`config.mk`:
```
export PLATFORM = sky130hd
export DESIGN_NAME = plvl_slope_prep
export DESIGN_NICKNAME = d
export VERILOG_FILES = /design/src/design/plvl_pkg.sv /design/src/design/plvl_slope_prep.sv
export SDC_FILE = /design/constraint.sdc
export NUM_CORES = 2
export LEC_CHECK = 0
export BUFFER_PORTS_ARGS = -buffer_cell sky130_fd_sc_hd__clkbuf_2
export CAP_MARGIN = 30
export CORE_MARGIN = 4
export CORE_UTILIZATION = 58
export CTS_CLUSTER_SIZE = 24
export DETAILED_ROUTE_END_ITERATION = 6
export GPL_ROUTABILITY_DRIVEN = 0
export PLACE_DENSITY = 0.83
export SYNTH_ARGS = -nofsm -noshare
export SYNTH_HDL_FRONTEND = slang
export SYNTH_SLANG_ARGS = --single-unit
```
`constraint.sdc`:
```
create_clock -name clk -period 6.7 [get_ports clk]
set_clock_uncertainty 0.2 [all_clocks]
set_input_delay 1.34 -clock clk [delete_from_list [all_inputs] [get_ports clk]]
set_output_delay 1.34 -clock clk [all_outputs]
set_load 0.05 [all_outputs]
```
`src/design/plvl_pkg.sv`:
```
// ----------------------------------------------------------------------------
// plvl_pkg
// Shared widths and stage types for the van Leer reconstruction pipeline.
// ----------------------------------------------------------------------------
package plvl_pkg;

    localparam int DATA_W = 32;
    localparam int DIFF_W = DATA_W + 1;
    localparam int MAG_W  = DATA_W;
    localparam int SUM_W  = MAG_W + 1;
    localparam int PROD_W = 2 * MAG_W;
    localparam int QUO_W  = MAG_W;

    typedef struct packed {
        logic valid;
        logic neg;
        logic zero;
    } plvl_ctl_t;

    typedef struct packed {
        logic [SUM_W-1:0]         rem;
        logic [QUO_W-1:0]         lo;
        logic [SUM_W-1:0]         dsr;
        logic signed [DATA_W-1:0] centre;
    } plvl_div_t;

endpackage

```
`src/design/plvl_slope_prep.sv`:
```
// ----------------------------------------------------------------------------
// plvl_slope_prep
// Differences, limiter sign test, magnitudes, sum and product; three stages.
// ----------------------------------------------------------------------------
module plvl_slope_prep
(
    input  logic                                     clk,
    input  logic                                     rst_n,
    input  logic                                     in_valid,
    input  logic signed [plvl_pkg::DATA_W-1:0]       prev_value,
    input  logic signed [plvl_pkg::DATA_W-1:0]       centre_value,
    input  logic signed [plvl_pkg::DATA_W-1:0]       next_value,
    output plvl_pkg::plvl_ctl_t                      ctl_out,
    output plvl_pkg::plvl_div_t                      dat_out
);

    // stage A: differences
    logic                                 va_reg;
    logic signed [plvl_pkg::DIFF_W-1:0]   a_reg, a_next;
    logic signed [plvl_pkg::DIFF_W-1:0]   b_reg, b_next;
    logic signed [plvl_pkg::DATA_W-1:0]   ca_reg;

    // stage B: magnitudes and sum
    plvl_pkg::plvl_ctl_t                  ctlb_reg, ctlb_next;
    logic [plvl_pkg::MAG_W-1:0]           ma_reg, ma_next;
    logic [plvl_pkg::MAG_W-1:0]           mb_reg, mb_next;
    logic [plvl_pkg::SUM_W-1:0]           sum_reg, sum_next;
    logic signed [plvl_pkg::DATA_W-1:0]   cb_reg;

    // stage C: product
    plvl_pkg::plvl_ctl_t                  ctlc_reg;
    plvl_pkg::plvl_div_t                  datc_reg, datc_next;

    logic [plvl_pkg::DIFF_W-1:0]          na, nb;
    logic [plvl_pkg::PROD_W-1:0]          prod;

    always_comb
    begin
        a_next = $signed({centre_value[plvl_pkg::DATA_W-1], centre_value})
               - $signed({prev_value[plvl_pkg::DATA_W-1], prev_value});
        b_next = $signed({next_value[plvl_pkg::DATA_W-1], next_value})
               - $signed({centre_value[plvl_pkg::DATA_W-1], centre_value});
    end

    always_comb
    begin
        na              = ~a_reg + 1'b1;
        nb              = ~b_reg + 1'b1;
        ctlb_next.valid = va_reg;
        ctlb_next.neg   = a_reg[plvl_pkg::DIFF_W-1];
        ctlb_next.zero  = (a_reg == '0) || (b_reg == '0)
                        || (a_reg[plvl_pkg::DIFF_W-1] != b_reg[plvl_pkg::DIFF_W-1]);
        ma_next         = a_reg[plvl_pkg::DIFF_W-1] ? na[plvl_pkg::MAG_W-1:0]
                                                    : a_reg[plvl_pkg::MAG_W-1:0];
        mb_next         = a_reg[plvl_pkg::DIFF_W-1] ? nb[plvl_pkg::MAG_W-1:0]
                                                    : b_reg[plvl_pkg::MAG_W-1:0];
        sum_next        = {1'b0, ma_next} + {1'b0, mb_next};
    end

    // quotient fits in MAG_W bits, so the upper product half is already below the divisor
    always_comb
    begin
        prod             = {{plvl_pkg::MAG_W{1'b0}}, ma_reg}
                         * {{plvl_pkg::MAG_W{1'b0}}, mb_reg};
        datc_next.rem    = {1'b0, prod[plvl_pkg::PROD_W-1:plvl_pkg::MAG_W]};
        datc_next.lo     = prod[plvl_pkg::MAG_W-1:0];
        datc_next.dsr    = sum_reg;
        datc_next.centre = cb_reg;
    end

    always_ff @(posedge clk or negedge rst_n)
    begin
        if (!rst_n)
        begin
            va_reg   <= 1'b0;
            ctlb_reg <= '0;
            ctlc_reg <= '0;
        end
        else
        begin
            va_reg   <= in_valid;
            ctlb_reg <= ctlb_next;
            ctlc_reg <= ctlb_reg;
        end
    end

    always_ff @(posedge clk)
    begin
        a_reg    <= a_next;
        b_reg    <= b_next;
        ca_reg   <= centre_value;
        ma_reg   <= ma_next;
        mb_reg   <= mb_next;
        sum_reg  <= sum_next;
        cb_reg   <= ca_reg;
        datc_reg <= datc_next;
    end

    assign ctl_out = ctlc_reg;
    assign dat_out = datc_reg;

endmodule

```
==> run metrics <==
status finished with violations; failing checks DRC, setup timing; layout cells sized above 1 0.201; Mapped Nets 6371; first-pass GRT wire length 219000 um; xor-xnor portion of the synthesized cell area 0.0368; vias in the first global route 41800; FMAX 131 MHz; dpl cells 6523; crit path kind reg -> reg; max FFs per register 129; final hold vios 0; Clk Latency, worst-skew pair 0.62 ns; count of warnings emitted by yosys 0; Yosys top cell by area fa_1; Root Driver clkbuf_16; average wire per cell in the routed design 21.6 um; largest net degree at the start of global routing 50; flop2flop setup slack -0.94 ns; Setup crit end kind flip-flop; Antenna Nets Post-Route 0; die height 293 um; Final min period 7.64 ns; Worst Tran Pin Value 0.978 ns; final setup margin -0.939 ns; largest cells by area after synthesis fa_1 38%, dfxtp_1 15%, ha_1 9.6%; DRT Pass-1 Iters 7; Post-Syn Instances 5012; area grow syn2layout 20.5%; Slew headroom 0.343; effective utilization at floorplan 0.585; clk buf depth 3; Simple-Gate Fraction of Synth Area 0.159; Crit path required time 7.05 ns; Die ar. 85900 um2; via count 38800; hpwl dp 110000 um; H-tree depth 2; Residual DRC 8; mux contribution to synthesized area 0.000212; 1st-iter DRT viols 3655; adder-cell share of the synthesized area 0.478; register area share after synthesis 0.155; # clock sinks 363; ys async rst share 0.0193; setup violators final 45; final non-filler cell total 6667; unrepaired setup endpoints after global routing true; setup TNS -25.62 ns; CTS tree built; net count reported at finish 6932; Pins Over Slew Limit 0; initial antenna violation count 2; HP Class reg -> reg; gr usage total 0.325; fin crit share 1.14; port bufs 230; area fraction of the dominant cell type after synthesis 0.382; Die Wd 293 um; crit path launch type flip-flop; FP Rows 104; Post-synth top flop dfxtp_1; mapped cell area 47100 um2; WL final 144000 um; Clk pin slew, worst setup/hold paths 0.06 ns; CP max stage delay 0.57 ns; #FFs+latches synth 363; Distinct cells, synth 79; post-synthesis compound-gate area fraction 0.0750; vias per cell 5.81; Critical Path AT 7.99 ns; Post-synth EDFFs 0; Mean Syn Cell Area 9.41 um2; main combinational cell family by area after synthesis adder cells; CORE AREA 80500 um2; max cap viols 0; Overflow after GRT 0; Crit path top cell by count fa_1; TritonCTS Buffers 41; slowest CP cell fa_1; I/O Pins 232; Crit Path Max Fanout 7
## worst max-delay path: cells and delay by family (launching register included)
kind / cells / cell delay (ns)
buffers and inverters: 10 / 1.36
AOI/OAI and AO/OA: 5 / 0.70
DFF: 1 / 0.37
adders and majority gates: 9 / 4.18
and+or+nand+nor: 4 / 0.74
## stage by stage
stage	utilization	area [um2]	worst slack, ns	hold WS (ns)
2_1_floorplan	-	47500	-0.382	0.110
3_3_place_gp	0.660	53200	-0.862	0.110
3_5_place_dp	0.660	53200	-0.925	0.112
4_1_cts	0.695	56000	-0.741	0.125
5_1_grt	0.705	56800	-1.05	0.129
6_report	0.705	56800	-0.939	0.124
## final cells by class
type | instances | area [um2]
timing repair buffer | 756 | 6410
sequential | 363 | 7390
fill | 5201 | 23700
antenna | 2 | 5.00
clock buffer | 48 | 1090
inverter | 973 | 3650
tap | 1060 | 1330
multi-input combinational | 3438 | 36600
clock inverter | 27 | 369
## cell families (layout without fill, tap and decap cells)
group / count (synthesis) / after routing
DFF: 363 / 363
xor gates and xnor gates: 198 / 198
buffers and inverters: 1211 / 1804
adders and majority gates: 1260 / 1260
other: 1 / 3
AOI/OAI and AO/OA: 540 / 540
muxes: 1 / 1
and+or+nand+nor: 1438 / 1438
## layout by cell type (no fill, tap or decap), types with 21 or more instances in the layout
| cell type | instances |
|---|---|
| buf_6 | 57 |
| buf_4 | 382 |
| ha_4 | 24 |
| inv_2 | 31 |
| and2_1 | 571 |
| nand3_1 | 34 |
| a21oi_2 | 21 |
| nand4_1 | 21 |
| fa_1 | 860 |
| o31ai_1 | 22 |
| o21a_1 | 26 |
| inv_1 | 942 |
| xor2_1 | 45 |
| clkbuf_16 | 44 |
| dfxtp_1 | 320 |
| o21ai_0 | 78 |
| buf_12 | 75 |
| o21bai_1 | 25 |
| xnor2_1 | 141 |
| ha_1 | 337 |
| a21o_1 | 82 |
| and2_4 | 32 |
| fa_2 | 39 |
| clkbuf_2 | 230 |
| nand2_1 | 544 |
| nand2b_1 | 22 |
| a21oi_1 | 119 |
| nor2_1 | 69 |
| nor3_1 | 23 |
## synth_stat cells (26+ instances only)
cell / n
inv_1: 973
fa_1: 899
and2_1: 603
nand2_1: 549
ha_1: 361
dfxtp_1: 356
clkbuf_1: 235
xnor2_1: 152
a21oi_1: 144
o21ai_0: 104
a21o_1: 82
nor2_1: 77
xor2_1: 46
nand3_1: 34
o21bai_1: 30
o21a_1: 27
nor3_1: 26
## timing repair
action	in CTS	in global routing
buffers inserted	39	31
setup endpoints to repair	43	47
pin swaps	77	88
hold buffers	0	0
gates resized for setup	224	158
cloned	4	3
## path summary, 6_finish.rpt
path	startpoint	endpoint	cells past startpoint
max in group asynchronous	rst_n	ctl_out[2]$_DFF_PN0_	1
worst min-delay path	cb_reg[18]$_DFF_P_	dat_out[18]$_DFF_P_	0
worst min register to register	cb_reg[18]$_DFF_P_	dat_out[18]$_DFF_P_	0
min in group asynchronous	rst_n	ctl_out[0]$_DFF_PN0_	1
worst max-delay path	mb_reg[10]$_DFF_P_	dat_out[127]$_DFF_P_	28
worst max register to register	mb_reg[10]$_DFF_P_	dat_out[127]$_DFF_P_	28
## layer usage
metal | wire length [um] | track usage | up-vias
met5 | 0 | 0 | -
met4 | 13400 | 0.220 | 0
met3 | 14200 | 0.0717 | 840
met2 | 67600 | 0.534 | 2429
met1 | 48500 | 0.383 | 19100
li1 | - | - | 16400
Power is left out: the tool's default activity adds up to more than one toggle a clock period on the data nets, which glitch-free logic cannot reach.
