`src/design/plvl_pkg.sv`:
```
// ----------------------------------------------------------------------------
// plvl_pkg
// Shared widths and stage types for the van Leer reconstruction pipeline.
// ----------------------------------------------------------------------------
package plvl_pkg;

    localparam int DATA_W = 32;
    localparam int DIFF_W = DATA_W + 1;
    localparam int MAG_W  = DATA_W;
    localparam int SUM_W  = MAG_W + 1;
    localparam int PROD_W = 2 * MAG_W;
    localparam int QUO_W  = MAG_W;

    typedef struct packed {
        logic valid;
        logic neg;
        logic zero;
    } plvl_ctl_t;

    typedef struct packed {
        logic [SUM_W-1:0]         rem;
        logic [QUO_W-1:0]         lo;
        logic [SUM_W-1:0]         dsr;
        logic signed [DATA_W-1:0] centre;
    } plvl_div_t;

endpackage

```
`src/design/plvl_face.sv`:
```
// ----------------------------------------------------------------------------
// plvl_face
// Applies the signed half slope to the centre value; registered outputs.
// ----------------------------------------------------------------------------
module plvl_face
(
    input  logic                                clk,
    input  logic                                rst_n,
    input  plvl_pkg::plvl_ctl_t                 ctl_in,
    input  plvl_pkg::plvl_div_t                 dat_in,
    output logic                                done,
    output logic signed [plvl_pkg::DATA_W-1:0]  upper_face,
    output logic signed [plvl_pkg::DATA_W-1:0]  lower_face
);

    logic                                 done_reg;
    logic signed [plvl_pkg::DATA_W-1:0]   upper_reg, upper_next;
    logic signed [plvl_pkg::DATA_W-1:0]   lower_reg, lower_next;

    logic [plvl_pkg::DIFF_W-1:0]          mag;
    logic [plvl_pkg::DIFF_W-1:0]          half;
    logic [plvl_pkg::DIFF_W-1:0]          cext;
    logic [plvl_pkg::DIFF_W-1:0]          up_sum;
    logic [plvl_pkg::DIFF_W-1:0]          lo_sum;

    always_comb
    begin
        mag        = {1'b0, dat_in.lo};
        if (ctl_in.zero)
            half = '0;
        else if (ctl_in.neg)
            half = ~mag + 1'b1;
        else
            half = mag;
        cext       = {dat_in.centre[plvl_pkg::DATA_W-1], dat_in.centre};
        up_sum     = cext + half;
        lo_sum     = cext - half;
        upper_next = up_sum[plvl_pkg::DATA_W-1:0];
        lower_next = lo_sum[plvl_pkg::DATA_W-1:0];
    end

    always_ff @(posedge clk or negedge rst_n)
    begin
        if (!rst_n)
        begin
            done_reg <= 1'b0;
        end
        else
        begin
            done_reg <= ctl_in.valid;
        end
    end

    always_ff @(posedge clk)
    begin
        upper_reg <= upper_next;
        lower_reg <= lower_next;
    end

    assign done       = done_reg;
    assign upper_face = upper_reg;
    assign lower_face = lower_reg;

endmodule

```
`config.mk`:
```
export PLATFORM = sky130hd
export DESIGN_NAME = plvl_face
export DESIGN_NICKNAME = d
export VERILOG_FILES = /design/src/design/plvl_pkg.sv /design/src/design/plvl_face.sv
export SDC_FILE = /design/constraint.sdc
export NUM_CORES = 1
export LEC_CHECK = 0
export ABC_AREA = 1
export BUFFER_PORTS_ARGS = -buffer_cell sky130_fd_sc_hd__clkbuf_2
export CORE_UTILIZATION = 48
export DETAILED_ROUTE_END_ITERATION = 8
export HOLD_SLACK_MARGIN = 0.12
export PLACE_DENSITY_LB_ADDON = 0.15
export SLEW_MARGIN = 20
export SYNTH_ARGS = -nofsm -noshare
export SYNTH_HDL_FRONTEND = slang
export SYNTH_SLANG_ARGS = --single-unit
```
`constraint.sdc`:
```
create_clock -name clk -period 1.1 [get_ports clk]
set_input_delay 0.11 -clock clk [delete_from_list [all_inputs] [get_ports clk]]
set_output_delay 0.11 -clock clk [all_outputs]
set_load 0.005 [all_outputs]
```
==> results of run 1 <==
## per-stage QoR
stage                     instances  setup TNS [ns]  cell area, sq um  setup WS (ns)
after floorplan                1142          -57.43              7520          -1.19
after global placement         1728          -94.92             10400          -1.78
after detailed placement       1728          -98.81             10400          -1.84
after CTS                      1778          -64.10             12100          -1.27
## Yosys cell counts, types with 2 or more instances
cell	count	share of area [%]
inv_2	6	0.33
nand3_2	6	0.88
buf_6	4	0.66
nand4_1	15	1.4
buf_2	10	0.73
nor3_2	4	0.58
a21oi_1	79	5.8
o21ai_1	8	0.58
nand2_1	307	17
nand3_1	62	4.5
a21o_1	4	0.44
nor4_1	3	0.27
inv_1	163	8.9
o21a_1	7	0.77
xnor2_1	2	0.26
ha_1	63	11
buf_4	7	0.77
xor2_1	38	4.9
a21oi_2	7	0.89
dfxtp_1	63	18
o21ai_2	6	0.77
fa_1	2	0.58
nor2_4	4	0.66
o211ai_1	4	0.44
nand2_2	12	1.1
o21bai_1	9	0.98
nor3_1	25	1.8
o21ai_0	38	2.8
nor2_2	11	1.0
and2_1	3	0.27
nor2_1	158	8.6
## kinds of logic after synthesis
group / after synthesis
compound gates: 165
xor+xnor: 40
fa+ha+maj: 65
buf+inv: 192
flops: 64
simple gates: 616
## layer usage
metal,overflow,GRT usage [%]
met5,0,16.7
met4,248,114
met3,9,58.0
met2,1132,138
met1,23,84.9
## repair_timing
action	4_1_cts
buffers inserted	32
pin swaps	115
setup endpoints to repair	62
hold endpoints to repair	2
resized for setup	279
hold buffers	3
==> metrics.csv, run 1 <==
metric,value,unit
mux contribution to synthesized area,0,%
status,did not finish,
Final Wtd Congestion,0.982,
Worst Endpoint after GRT Repair,upper_face[29]$_DFF_P_/D,
ys async rst share,1.56,%
H-tree Lvls,3,
Post-Syn Area,6860,sq um
post-synthesis cell type count,43,
"Remaining Overflow, GRT",1412,
Starting Density,49.2,%
ys flop type,dfxtp_1,
Ports,200,
Port Buffers,133,
clock root cell,clkbuf_16,
synth warn,0,
stopping stage,global routing (5_1_grt),
Horiz. Die Dim,122,um
Post-Synthesis Net Count,1342,
Synth Register Bits,64,
DPL Wire Length,21600,um
Post-synth EDFFs,0,
Gate Count Post-Synth,1142,
CTS sink count,64,
FP Rows,43,
Die Y,122,um
GRT Overall Usage,95.9,%
post-synthesis simple-gate area fraction,38.6,%
Synth Area in Compound Gates,14.0,%
largest net degree at the start of global routing,18,
stop err,[ERROR GRT-0232] Routing congestion too high. Check the congestion heatmap in the GUI.,
CTS buffer count,9,
worst endpoint type,register data pin,
xor and xnor fraction of the mapped netlist area,5.11,%
combinational family with the most area after synthesis,simple AND/OR/NAND/NOR gates,
Mean Syn Cell Area,6.01,sq um
Max Root-Sink Buffers,2,
Post-Synth Adder-Cell Area,12.1,%
share of the yosys chip area belonging to registers,18.7,%
==> run 2, diff against run 1 <==
CORE_UTILIZATION = 33   (was 48)
HOLD_SLACK_MARGIN = unset   (was 0.12)
==> metrics.csv, run 2 <==
metric,value,unit
Total Power,13600,uW
post-route minimum period,2.48,ns
Post-Synthesis Net Count,1342,
initial antenna violation count,0,
Power per Cell Area,1030,nW/um^2
failing checks,negative setup slack,
Final Hold Viols,0,
layout cells sized above 1,58.4,%
CTS tree,yes,
Gate Count Post-Synth,1142,
RSZ-0062 raised after global routing,true,
"Area growth, synth to finish",91.8,%
HP Class,input pin to async pin,
nets@finish,1829,
Horiz. Die Dim,146,um
Tightest Pin Transition,0.311,ns
CTS buffer count,9,
clock root cell,clkbuf_16,
"commonest non-fill, non-tap cell in the layout",buf_4,
first-pass GRT wire length,44000,um
"Remaining Overflow, GRT",0,
share of the yosys chip area belonging to registers,18.7,%
ANT cells,0,
Worst EP required,1.33,ns
Critical Path Slowest Stage Cell,nor3_2,
Slew headroom,79.1,%
Final Util,64.8,%
Worst EP arrival,2.71,ns
DR pass1 iterations,5,
synth warn,0,
sequential power share,22.4,%
ys async rst share,1.56,%
design area,13200,sq um
Crit Path Category,input pin to flip-flop,
die area,21400,sq um
Synth area leader,dfxtp_1,
"Worst Setup Slack, final",-1.38,ns
Max Root-Sink Buffers,2,
Combinational Power Share,55.0,%
GRT Overall Usage,26.6,%
Switching Share,38.4,%
Starting Density,33.8,%
endpoints failing setup,61,
Port Buffers,133,
commonest cells in the netlist,"nand2_1, inv_1, nor2_1",
status,"complete, but fails checks",
setup TNS,-68.22,ns
Worst setup EP type,flip-flop,
ys flop type,dfxtp_1,
post-synthesis cell type count,43,
Crit Path Max Fanout,8,
Total Wirelength,29000,um
Vias/cell,4.73,
Die Y,146,um
largest net degree at the start of global routing,14,
DPL Wire Length,23000,um
DRC Markers,0,
number of global-route vias before repair,8619,
Sw Pwr,5220,uW
Post-synth EDFFs,0,
DP Cell Count,1828,
Finished Layout Cells,1903,
fmax,0.403,GHz
Worst VDD drop,0.674,mV
max_cap viols,0,
DP Area,10600,sq um
Post-Syn Area,6860,sq um
fin crit share,226,%
clock slew at reported path FFs,0.06,ns
Worst Setup Start Kind,input pin,
clock power share,22.6,%
"commonest cells after routing, fill and taps aside","buf_4, nand2_1, clkbuf_2",
number of flip-flops in the largest register,32,
Internal,8370,uW
Synth Register Bits,64,
Ports,200,
FP Rows,52,
H-tree Lvls,3,
Via Count,9008,
CTS sink count,64,
"count leader, synth",nand2_1,
drt wl/cell,15.2,um
top post-synthesis cells by area,"dfxtp_1, nand2_1, ha_1",
leak pwr,0.00648,uW
initial detailed-routing violation count,412,
Final Wtd Congestion,0.888,
post-route ant nets,0,
crit-path max cell delay,0.25,ns
top-area cell type share of the netlist area,18.4,%
core box area,20300,sq um
Max Slew Vio Count,0,
Mean Syn Cell Area,6.01,sq um
crit-path cells,clkbuf_16 -> inv_12 -> ha_4 -> nand3_4 -> nor2_4 -> nand2_2 -> inv_2 -> nand2_4 -> nand2_2 -> nor2_2 -> nor3_2 -> inv_1 -> ha_4 -> buf_12 -> buf_6 -> a21oi_4 -> o21ai_4 -> a21oi_2 -> o21ai_4 -> nand2_2 -> nand2_1 -> nand2_1 -> nand2_1,
[run 2: repair_timing]
item | CTS | global route
endpoints found under the hold margin | 2 | 0
pin swaps | 112 | 99
endpoints found under the setup margin | 62 | 62
hold buffers | 2 | 0
buffers inserted | 32 | 29
resized for setup | 250 | 200
[run 2: cell families after synthesis]
kind of cell	Yosys count	synth area share (%)
xor+xnor	40	5.11
compound gates	165	14.0
simple gates	616	38.6
flops	64	18.7
buf+inv	192	11.5
fa+ha+maj	65	12.1
[run 2: through the flow]
step	hold slack [ns]	setup WS [ns]
after floorplan	-0.186	-1.19
after global placement	-0.115	-1.90
after detailed placement	-0.112	-1.95
after CTS	0.0617	-1.35
after global routing	0.0808	-1.57
final	0.0678	-1.38
[run 2: cell type report]
class / instances / area, sq um
Fill cell: 1822 / 7140
Multi-Input combinational cell: 886 / 6880
Timing Repair Buffer: 499 / 3650
Sequential cell: 64 / 1290
Inverter: 169 / 702
Tap cell: 270 / 338
Clock buffer: 13 / 270
Clock inverter: 2 / 37.5
[run 2: power by group through the flow]
stage | sequential, uW | clock, uW | combinational [uW]
after floorplan | 3140 | 0 | 2840
after global placement | 3100 | 0 | 5740
after detailed placement | 3100 | 0 | 5760
after CTS | 3050 | 3120 | 6570
after global routing | 3090 | 3180 | 8030
final | 3050 | 3070 | 7480
[run 2: worst paths after layout]
check	from	end	slack [ns]	cells after the start
max	dat_in[65]	lower_face[21]$_DFF_P_	-1.38	23
min	rst_n	done$_DFF_PN0_	0.07	2
max in group asynchronous	rst_n	done$_DFF_PN0_	0.95	2
min in group clk	dat_in[0]	lower_face[0]$_DFF_P_	0.12	4
[run 2: worst max-delay path, delay by kind of cell]
kind	cells	cell delay, ns
AND/OR/NAND/NOR	11	0.99
buffers and inverters	6	0.68
AO/OA/AOI/OAI	4	0.54
adder cells (fa/ha/maj)	2	0.38
[run 2: per-layer routing]
metal / part of all wire [%] / vias to the layer above / GRT usage [%] / wire length, um
li1: - / 4597 / - / -
met1: 46 / 4182 / 34.8 / 13400
met2: 49 / 193 / 46.1 / 14200
met3: 3.1 / 36 / 2.53 / 887
met4: 1.8 / 0 / 7.66 / 529
met5: 0 / - / 0 / 0
Power figures use the tool's default switching activity.
==> run 3, diff against run 2 <==
CORE_UTILIZATION = 30   (was 33)
MAX_ROUTING_LAYER = met4   (was unset)
==> metrics.csv, run 3 (same netlist as run 2, synthesis figures left out) <==
metric,value,unit
status,"complete, but fails checks",
failing checks,negative setup slack,
CTS tree,yes,
"Remaining Overflow, GRT",0,
Worst EP arrival,2.72,ns
cell family with most CP delay,simple AND/OR/NAND/NOR gates,
H-tree Lvls,3,
Min Hold Slack,0.0667,ns
FP Rows,54,
design area,13700,sq um
crit-path max cell delay,0.22,ns
Slew headroom,69.5,%
filler instances,1923,
post-route minimum period,2.42,ns
endpoints failing setup,62,
Final Hold Viols,0,
Power per Cell Area,1060,nW/um^2
RSZ-0062 raised after global routing,true,
fmax,0.414,GHz
initial detailed-routing violation count,429,
number of global-route vias before repair,9030,
CTS buffer count,9,
max_cap viols,0,
Vias/cell,4.77,
clock root cell,clkbuf_16,
drt wl/cell,15.6,um
"Area growth, synth to finish",100,%
ANT cells,0,
Worst VDD drop,0.882,mV
Total Wirelength,29900,um
DR pass1 iterations,5,
nets@finish,1840,
Tightest Pin Transition,0.455,ns
post-place setup slack,-2.08,ns
DP Area,10600,sq um
"commonest cells after routing, fill and taps aside","buf_4, nand2_1, clkbuf_2",
first-pass GRT wire length,45700,um
GRT Overall Usage,25.8,%
HP Class,input pin to async pin,
"Buf+Inv Stages, Crit Path",6,
Worst setup EP type,flip-flop,
largest net degree at the start of global routing,14,
Max Slew Vio Count,0,
Combinational Power Share,54.2,%
Starting Density,31.1,%
die area,23500,sq um
Crit Path Max Fanout,5,
number of flip-flops in the largest register,32,
Via Count,9175,
Internal,9030,uW
Max Root-Sink Buffers,2,
DPL Wire Length,23600,um
Sw Pwr,5480,uW
crit-path cells,clkbuf_16 -> nor2_4 -> nand2_2 -> nor2_4 -> nand2_4 -> buf_4 -> buf_4 -> a21oi_1 -> nor3_1 -> buf_4 -> inv_4 -> ha_4 -> buf_4 -> nor2_4 -> nand2_2 -> nor3_1 -> nand2_1 -> nand2_4 -> nand2_2 -> nand2_2 -> nand3_2 -> nand2_1,
Port Buffers,133,
Worst EP required,1.40,ns
Die Y,153,um
"Worst Setup Slack, final",-1.32,ns
leak pwr,0.00675,uW
Ports,200,
Switching Share,37.8,%
core box area,22100,sq um
Worst Setup Start Kind,input pin,
Horiz. Die Dim,153,um
"commonest non-fill, non-tap cell in the layout",buf_4,
post-route ant nets,0,
layout cells sized above 1,62.1,%
clock slew at reported path FFs,0.06,ns
Final Wtd Congestion,0.907,
DRC Markers,0,
fin crit share,220,%
clock power share,24.9,%
Critical Path Slowest Stage Cell,ha_4,
Crit Path Category,input pin to flip-flop,
CTS sink count,64,
initial antenna violation count,0,
sequential power share,21.0,%
==> run 3: what timing repair did <==
item                       4_1_cts  5_1_grt
setup buffers                   50       30
hold buffers                     2        0
setup endpoints to repair       62       62
resized for setup              339      211
hold endpoints to repair         2        0
pin swaps                      136      139
==> run 3: worst paths after layout <==
check | from | endpoint | slack, ns | cells after the start
max in group asynchronous | rst_n | done$_DFF_PN0_ | 0.95 | 2
min in group clk | dat_in[31] | upper_face[31]$_DFF_P_ | 0.10 | 4
worst max-delay path | dat_in[66] | upper_face[31]$_DFF_P_ | -1.32 | 22
worst min-delay path | rst_n | done$_DFF_PN0_ | 0.07 | 2
==> run 3: layout make-up <==
| class | count | area, sq um | share of cell area, % |
|---|---|---|---|
| Multi-Input combinational cell | 886 | 7220 | 52.6 |
| Timing Repair Buffer | 510 | 3780 | 27.6 |
| Sequential cell | 64 | 1290 | 9.37 |
| Inverter | 169 | 719 | 5.24 |
| Tap cell | 280 | 350 | 2.55 |
| Clock buffer | 12 | 267 | 1.94 |
| Clock inverter | 4 | 98.8 | 0.720 |
==> run 3: power groups by stage <==
stage	clock network, uW	registers (uW)	logic [uW]
finish	3610	3040	7850
global route	3760	3090	8410
CTS	3680	3040	7020
detailed placement	0	3090	5830
global placement	0	3100	5800
floorplan	0	3140	2840
==> run 3: metrics by stage <==
| stage | total power, uW | std cells | util [%] | TNS, ns |
|---|---|---|---|---|
| 2_1_floorplan | 5990 | 1142 | - | -57.43 |
| 3_3_place_gp | 8900 | 1834 | 48.1 | -100.63 |
| 3_5_place_dp | 8920 | 1834 | 48.1 | -101.27 |
| 4_1_cts | 13700 | 1899 | 57.4 | -63.54 |
| 5_1_grt | 15300 | 1925 | 62.1 | -73.75 |
| 6_report | 14500 | 1925 | 62.1 | -64.84 |
==> run 3: metal layers <==
layer / wire, um / GRT usage (%)
met3: 1170 / 1.96
met2: 14400 / 43.7
met5: 0 / -
met4: 782 / 8.27
met1: 13600 / 32.4
