`src/design/plvl_pkg.sv`:
```
// ----------------------------------------------------------------------------
// plvl_pkg
// Shared widths and stage types for the van Leer reconstruction pipeline.
// ----------------------------------------------------------------------------
package plvl_pkg;

    localparam int DATA_W = 32;
    localparam int DIFF_W = DATA_W + 1;
    localparam int MAG_W  = DATA_W;
    localparam int SUM_W  = MAG_W + 1;
    localparam int PROD_W = 2 * MAG_W;
    localparam int QUO_W  = MAG_W;

    typedef struct packed {
        logic valid;
        logic neg;
        logic zero;
    } plvl_ctl_t;

    typedef struct packed {
        logic [SUM_W-1:0]         rem;
        logic [QUO_W-1:0]         lo;
        logic [SUM_W-1:0]         dsr;
        logic signed [DATA_W-1:0] centre;
    } plvl_div_t;

endpackage

```
`src/design/plvl_div_stage.sv`:
```
// ----------------------------------------------------------------------------
// plvl_div_stage
// One restoring division step: one quotient bit per stage.
// ----------------------------------------------------------------------------
module plvl_div_stage
(
    input  logic                 clk,
    input  logic                 rst_n,
    input  plvl_pkg::plvl_ctl_t  ctl_in,
    input  plvl_pkg::plvl_div_t  dat_in,
    output plvl_pkg::plvl_ctl_t  ctl_out,
    output plvl_pkg::plvl_div_t  dat_out
);

    plvl_pkg::plvl_ctl_t          ctl_reg;
    plvl_pkg::plvl_div_t          dat_reg, dat_next;

    logic [plvl_pkg::SUM_W:0]     shifted;
    logic [plvl_pkg::SUM_W+1:0]   trial;
    logic                         qbit;

    always_comb
    begin
        shifted         = {dat_in.rem, dat_in.lo[plvl_pkg::QUO_W-1]};
        trial           = {1'b0, shifted} - {2'b00, dat_in.dsr};
        qbit            = ~trial[plvl_pkg::SUM_W+1];
        dat_next        = dat_in;
        dat_next.rem    = qbit ? trial[plvl_pkg::SUM_W-1:0] : shifted[plvl_pkg::SUM_W-1:0];
        dat_next.lo     = {dat_in.lo[plvl_pkg::QUO_W-2:0], qbit};
    end

    always_ff @(posedge clk or negedge rst_n)
    begin
        if (!rst_n)
        begin
            ctl_reg <= '0;
        end
        else
        begin
            ctl_reg <= ctl_in;
        end
    end

    always_ff @(posedge clk)
    begin
        dat_reg <= dat_next;
    end

    assign ctl_out = ctl_reg;
    assign dat_out = dat_reg;

endmodule

```
`config.mk`:
```
export PLATFORM = sky130hd
export DESIGN_NAME = plvl_div_stage
export DESIGN_NICKNAME = d
export VERILOG_FILES = /design/src/design/plvl_pkg.sv /design/src/design/plvl_div_stage.sv
export SDC_FILE = /design/constraint.sdc
export NUM_CORES = 1
export LEC_CHECK = 0
export ABC_CLOCK_PERIOD_IN_PS = 1300
export BUFFER_PORTS_ARGS = -buffer_cell sky130_fd_sc_hd__buf_4
export CAP_MARGIN = 0
export CORE_MARGIN = 2
export CORE_UTILIZATION = 49
export CTS_BUF_LIST = sky130_fd_sc_hd__clkbuf_4
export DETAILED_ROUTE_END_ITERATION = 7
export PLACE_DENSITY = 0.9
export SYNTH_ARGS = -nofsm -noshare
export SYNTH_HDL_FRONTEND = slang
export SYNTH_SLANG_ARGS = --single-unit
```
`constraint.sdc`:
```
create_clock -name clk -period 1.3 [get_ports clk]
set_input_delay 0.39 -clock clk [delete_from_list [all_inputs] [get_ports clk]]
set_output_delay 0.39 -clock clk [all_outputs]
set_load 0.01 [all_outputs]
```
==> results of run 1 <==
-- cells in the mapped netlist, types with 7 or more instances --
library cell,instances,share of area
a21o_1,11,0.017
a21oi_1,26,0.027
a31oi_1,8,0.010
dfxtp_1,130,0.53
ha_1,33,0.084
inv_1,43,0.033
mux2_2,20,0.046
mux2_4,7,0.021
nand2_1,25,0.019
nor2_1,17,0.013
o21a_1,8,0.012
o21ai_0,16,0.016
xnor2_1,15,0.027
xor2_1,10,0.018
-- through the flow --
step	TNS, ns	hold slack, ns	setup WS (ns)
floorplan	-45.20	0.0944	-1.51
global placement	-48.02	0.178	-1.47
detailed placement	-49.67	0.180	-1.59
-- cell families after synthesis --
kind of cell | after synthesis | synth area share
flip-flops | 133 | 0.547
AND/OR/NAND/NOR | 68 | 0.0696
buffers and inverters | 47 | 0.0407
AO/OA/AOI/OAI | 98 | 0.138
adder cells (fa/ha/maj) | 34 | 0.0885
multiplexers | 29 | 0.0716
XOR/XNOR | 25 | 0.0448
==> run_results.csv, run 1 <==
group,metric,value,unit
yosys,syn-instance-count,434,
clock_network,clock_path_buffers,2,
yosys,avgSynthCellArea,11.3,um^2
placed_design,dp_hpwl,13200,um
yosys,synth-seq-cells,133,
clock_network,post-cts-setup-buffers,8,
yosys,synth_fp_nets,603,
placed_design,io_buffers,267,
yosys,synth-edff-count,0,
die,chipWidth,104,um
yosys,synth_cell_type_count,57,
yosys,synth_ff_type,"dfxtp_1",
die,die_y,104,um
yosys,yosys_warnings,0,
placed_design,dp_cells,923,
clock_network,htreeDepth,4,
yosys,synth-seq-area-share,0.547,
outcome,stop_error,"[ERROR DPL-0038] Utilization greater than 100%, impossible to legalize",
clock_network,clockRootBuffer,"clkbuf_4",
clock_network,cts_resized,252,
outcome,lastStage,"clock tree synthesis (4_1_cts)",
yosys,synthArstFlopShare,0.0226,
placed_design,placed_cell_area,7780,um^2
die,io-pin-count,268,
clock_network,cts_sinks,133,
clock_network,ctsHoldBuffers,98,
clock_network,numCtsBuffers,17,
outcome,status,"stopped before the end",
die,row_count,36,
die,start_util,0.503,
placed_design,gp_congestion,0.953,
yosys,syn_area,4890,um^2
==> inputs of run 2 (changes only) <==
--- a/config.mk
+++ b/config.mk
@@ -9,10 +9,9 @@
 export BUFFER_PORTS_ARGS = -buffer_cell sky130_fd_sc_hd__buf_4
 export CAP_MARGIN = 0
 export CORE_MARGIN = 2
-export CORE_UTILIZATION = 49
-export CTS_BUF_LIST = sky130_fd_sc_hd__clkbuf_4
+export CORE_UTILIZATION = 40
 export DETAILED_ROUTE_END_ITERATION = 7
-export PLACE_DENSITY = 0.9
+export PLACE_DENSITY_LB_ADDON = 0.15
 export SYNTH_ARGS = -nofsm -noshare
 export SYNTH_HDL_FRONTEND = slang
 export SYNTH_SLANG_ARGS = --single-unit
==> run 2 against run 1 <==
  * The flow now finishes, with violations (setup timing)
  * Area after synthesis did not move
  * Synthesized cell count did not move
==> run_results.csv, run 2 <==
group,metric,value,unit
yosys,synthMuxAreaShare,0.0716,
timing,tns,-33.39,ns
yosys,yosys.area_share.adder,0.0885,
outcome,status,"finished with violations",
cells_and_area,final_common_cell,"buf_4",
routing,wire_per_inst,15.3,um
cells_and_area,largest_reg_flops,130,
routing,drtAntennaViolNets,0,
setup_path,required,1.60,ns
timing,setup_violations,35,
setup_path,worstSetupStartpointType,"input pin",
yosys,synth_area_leaders,"dfxtp_1 53%, ha_1 8.4%, mux2_2 4.6%, inv_1 3.3%, xnor2_1 2.7%",
die,start_util,0.409,
clock_network,htreeDepth,4,
die,chipWidth,115,um
clock_network,numCtsBuffers,17,
global_route,grt_usage,0.224,
global_route,first_global_vias,4796,
yosys,synth_cell_type_count,57,
die,io-pin-count,268,
power_and_ir_drop,static-leakage-power,4.36,nW
clock_network,cts_sinks,133,
power_and_ir_drop,powerDensity,1420,nW/um^2
yosys,synthArstFlopShare,0.0226,
yosys,synth-seq-area-share,0.547,
yosys,avgSynthCellArea,11.3,um^2
yosys,synthXorXnorAreaFrac,0.0448,
cells_and_area,post-route-util,0.729,
die,row_count,40,
timing,timing.hold.ws,0.0763,ns
setup_path,cp.arrival,2.64,ns
yosys,syn_area,4890,um^2
outcome,violations,"setup timing",
clock_network,clock_path_buffers,2,
routing,drtPass1Iterations,4,
global_route,grt_pass1_wl,22600,um
cells_and_area,final_cell_mix,"357 x buf_4, 130 x dfxtp_1, 37 x inv_1",
timing,worst_slew_pin_slew,0.349,ns
routing,vias,4600,
yosys,syn-instance-count,434,
power_and_ir_drop,irDropWorstVdd,0.000656,V
yosys,synth.most_common_cell,"dfxtp_1",
placed_design,io_buffers,267,
setup_path,path_max_fanout,20,
die,die_y,115,um
cells_and_area,antenna_cells,0,
power_and_ir_drop,power.total,12.4,mW
global_route,antenna_found_initial,0,
placed_design,placed_cell_area,7830,um^2
yosys,synthSimpleGateAreaFrac,0.0696,
yosys,synth-seq-cells,133,
placed_design,gp_congestion,0.892,
placed_design,dp_cells,940,
placed_design,dp_hpwl,11400,um
global_route,grt_max_degree,21,
routing,routed_wirelength,15000,um
yosys,synth_fp_nets,603,
cells_and_area,drive_gt1_frac,0.560,
timing,relSlewSlack,0.765,
die,die-area,13100,um^2
yosys,synth_ff_type,"dfxtp_1",
routing,vias_per_cell,4.68,
setup_path,endpoint_kind,"flip-flop",
yosys,netlist.area_leader.share,0.532,
timing,fmax,427,MHz
placed_design,dp_slack,-1.53,ns
yosys,post-synth-top-area-cell,"dfxtp_1",
yosys,yosys-top-cells-count,"130 x dfxtp_1, 43 x inv_1, 33 x ha_1",
die,coreArea,12000,um^2
routing,drc,0,
clock_network,cts_tree,"yes",
clock_network,clockRootBuffer,"clkbuf_16",
cells_and_area,final_area,8720,um^2
timing,fin_crit,2.34,ns
flow_run,cap_viol_max_count,0,
yosys,synth-edff-count,0,
routing,first_iter_violations,180,
timing,rsz0062_at_grt,"true",
yosys,yosys_warnings,0,
setup_path,crit_type,"input pin to flip-flop",
cells_and_area,area_growth_syn_to_layout,78.2,%
timing,hold_violations,0,
cells_and_area,fin_cells,983,
worst_hold_path,hold_path_class,"input pin to flip-flop",
timing,fin_ws,-1.04,ns
yosys,synth_top_family_by_area,"compound AO/OA/AOI/OAI gates",
yosys,synth_compound_area_frac,0.138,
cells_and_area,layout.nets,992,
global_route,grt-ovfl-total,0,
timing,final_max_slew_viol_count,0,
timing,post-route-period-util,1.80,
clock_network,path_clk_slew,0.06,ns
-- run 2: cell counts after synthesis --
Identical to the previous run, type by type.
-- run 2: kinds of logic after synthesis --
group,after synthesis
flops,133
compound gates,98
simple gates,68
buf+inv,47
fa+ha+maj,34
mux,29
xor+xnor,25
-- run 2: critical path: stages --
cell and delay (ns):
buf_8 0.11, inv_12 0.04, ha_4 0.12, inv_2 0.04
fa_2 0.36, a211oi_2 0.21, o21bai_2 0.10, a31oi_4 0.16
nor3_2 0.07, o21ai_2 0.18, a21oi_4 0.09, nor3_4 0.21
inv_2 0.09, buf_12 0.17, mux2_4 0.29
-- run 2: path summary, 6_finish.rpt --
| check | from | to | slack [ns] | cells after the start |
|---|---|---|---|---|
| max | dat_in[96] | dat_out[119] | -1.04 | 15 |
| min | dat_in[16] | dat_out[16] | 0.08 | 1 |
| max in group asynchronous | rst_n | ctl_out[2] | 0.89 | 2 |
| min in group asynchronous | rst_n | ctl_out[1] | 0.31 | 2 |
-- run 2: final cells by class --
class	count	area, um^2
clock inverter	14	176
clock buffer	18	429
sequential	133	2680
fill	853	3240
multi-input combinational	254	2180
tap	147	184
timing repair buffer	373	2880
inverter	44	185
-- run 2: report_power, final --
part	internal [mW]	switching (mW)	leakage [nW]
logic	1.67	1.21	2.94
registers	4.47	0.120	1.13
clock network	3.04	1.84	0.285
-- run 2: what timing repair did --
item                                    in CTS  in global routing
hold buffers                                 1                  0
pin swaps                                   13                 11
setup buffers                                6                  6
endpoints found under the setup margin      36                 37
gates resized for setup                     33                 14
endpoints found under the hold margin        3                  0
gates cloned                                 0                  0
-- run 2: layer usage --
layer,routed length [um],GRT usage,share of wire,vias up
li1,-,-,-,2283
met2,7820,0.410,0.52,186
met3,1220,0.0683,0.081,28
met1,5630,0.233,0.37,2103
met5,0,0,0,-
met4,361,0.102,0.024,0
Note: power is estimated with default switching activity, not from simulation.
==> inputs of run 3 (changes only) <==
--- a/config.mk
+++ b/config.mk
@@ -12,6 +12,8 @@
 export CORE_UTILIZATION = 40
 export DETAILED_ROUTE_END_ITERATION = 7
 export PLACE_DENSITY_LB_ADDON = 0.15
+export REMOVE_ABC_BUFFERS = 1
+export SKIP_LAST_GASP = 1
 export SYNTH_ARGS = -nofsm -noshare
 export SYNTH_HDL_FRONTEND = slang
 export SYNTH_SLANG_ARGS = --single-unit
==> run 3 against run 2 <==
  * The run still ends with setup timing left
  * Highest routed layer unchanged
  * Maximum frequency down 4.6%
  * Combinational power up 2%
  * Core utilization up 0.63 points
  * Cell count up 1.0%
==> run_results.csv, run 3 (synthesized netlist as in run 2, its figures left out) <==
group,metric,value,unit
setup_path,cp.arrival,2.75,ns
cells_and_area,multi_input_area,2170,um^2
global_route,antenna_found_initial,0,
timing,hold_violations,0,
timing,setup_violations,36,
timing,timing.hold.ws,0.0680,ns
routing,first_iter_violations,207,
global_route,grt_usage,0.229,
clock_network,cts_sinks,133,
cells_and_area,regArea,2680,um^2
placed_design,dp_hpwl,12100,um
clock_network,clockRootBuffer,"clkbuf_16",
timing,fmax,407,MHz
clock_network,cts_tree,"yes",
die,start_util,0.409,
clock_network,path_clk_slew,0.06,ns
routing,vias_per_cell,4.70,
setup_path,endpoint_kind,"flip-flop",
die,chipWidth,115,um
routing,drtAntennaViolNets,0,
power_and_ir_drop,static-leakage-power,4.42,nW
routing,wire_per_inst,15.6,um
setup_path,critPathCapture,"dat_out[104]",
timing,post-route-period-util,1.89,
outcome,violations,"setup timing",
setup_path,path_max_fanout,18,
die,die-area,13100,um^2
placed_design,gp_congestion,0.871,
power_and_ir_drop,powerDensity,1440,nW/um^2
cells_and_area,largest_reg_flops,130,
clock_network,clock_path_buffers,2,
power_and_ir_drop,irDropWorstVdd,0.000681,V
timing,final_max_slew_viol_count,0,
flow_run,cap_viol_max_count,0,
timing,fin_crit,2.45,ns
die,coreArea,12000,um^2
die,die_y,115,um
timing,fin_ws,-1.15,ns
cells_and_area,area_growth_syn_to_layout,79.7,%
routing,routed_wirelength,15500,um
cells_and_area,fin_cells,993,
global_route,grt-ovfl-total,0,
cells_and_area,antenna_cells,0,
clock_network,htreeDepth,4,
placed_design,dp_cells,952,
timing,worst_slew_pin_slew,0.386,ns
cells_and_area,final_common_cell,"buf_4",
routing,drtPass1Iterations,4,
setup_path,crit_type,"input pin to flip-flop",
setup_path,worstSetupStartpointType,"input pin",
routing,drc,0,
die,row_count,40,
global_route,first_global_vias,4713,
routing,vias,4665,
outcome,status,"finished with violations",
setup_path,required,1.60,ns
cells_and_area,nFillCells,854,
clock_network,numCtsBuffers,17,
cells_and_area,layout.nets,1002,
worst_hold_path,hold_path_class,"input pin to flip-flop",
die,io-pin-count,268,
timing,rsz0062_at_grt,"true",
global_route,grt_max_degree,19,
setup_path,startpoint,"dat_in[96]",
global_route,grt_pass1_wl,22800,um
placed_design,io_buffers,267,
timing,relSlewSlack,0.739,
cells_and_area,drive_gt1_frac,0.565,
cells_and_area,final_cell_mix,"373 x buf_4, 127 x dfxtp_1, 40 x inv_1",
-- run 3: final cells by class --
class,count,share of cell area
repair buffers,383,0.335
flip-flops and latches,133,0.305
multi-input cells,254,0.247
clock buffers,21,0.0524
well taps,147,0.0209
clock inverters,11,0.0198
inverters,44,0.0196
-- run 3: critical path, cell delays in order --
cell,delay [ns]
buf_6,0.09
inv_4,0.05
ha_4,0.12
inv_2,0.03
fa_2,0.34
a211oi_2,0.24
o21bai_2,0.14
a31oi_4,0.19
nor3_2,0.07
o21ai_2,0.19
a21oi_4,0.09
nor3_4,0.25
inv_4,0.10
buf_12,0.17
mux2_2,0.28
-- run 3: repair_timing --
item | 4_1_cts | 5_1_grt
hold buffers | 1 | 0
hold endpoints to repair | 3 | 0
endpoints found under the setup margin | 39 | 38
gates resized for setup | 22 | 26
pin swaps | 4 | 10
gates cloned | 1 | 0
setup buffers | 5 | 4
-- run 3: how the worst min path moves through the flow --
stage,from,endpoint,slack (ns),cells past startpoint
final,dat_in[11],dat_out[11],0.07,1
after CTS,dat_in[22],dat_out[22],0.05,1
after global placement,rst_n,ctl_out[1],0.18,1
after global routing,dat_in[67],dat_out[68],0.05,1
after detailed placement,rst_n,ctl_out[1],0.18,1
after floorplan,rst_n,ctl_out[0],0.09,0
-- run 3: routing by layer --
layer,share of wire,wire [um],GRT usage,vias up
met4,0.025,389,0.108,0
met5,0,0,0,-
met1,0.37,5740,0.240,2142
li1,-,-,-,2303
met3,0.085,1320,0.0905,30
met2,0.52,8060,0.401,190
-- run 3: power by group --
group	internal (mW)	switching, mW
clock network	3.32	1.79
registers	4.48	0.114
logic	1.70	1.24
total	9.50	3.14
-- run 3: metrics by stage --
step	setup WS, ns	setup TNS (ns)	area [um^2]	power (mW)	util
after floorplan	-1.62	-51.64	4860	5.85	-
after global placement	-1.62	-52.96	7880	7.40	0.658
after detailed placement	-1.71	-56.02	7880	7.45	0.658
after CTS	-1.09	-35.45	8640	12.7	0.722
after global routing	-1.23	-40.06	8790	13.2	0.735
final	-1.15	-37.39	8790	12.6	0.735
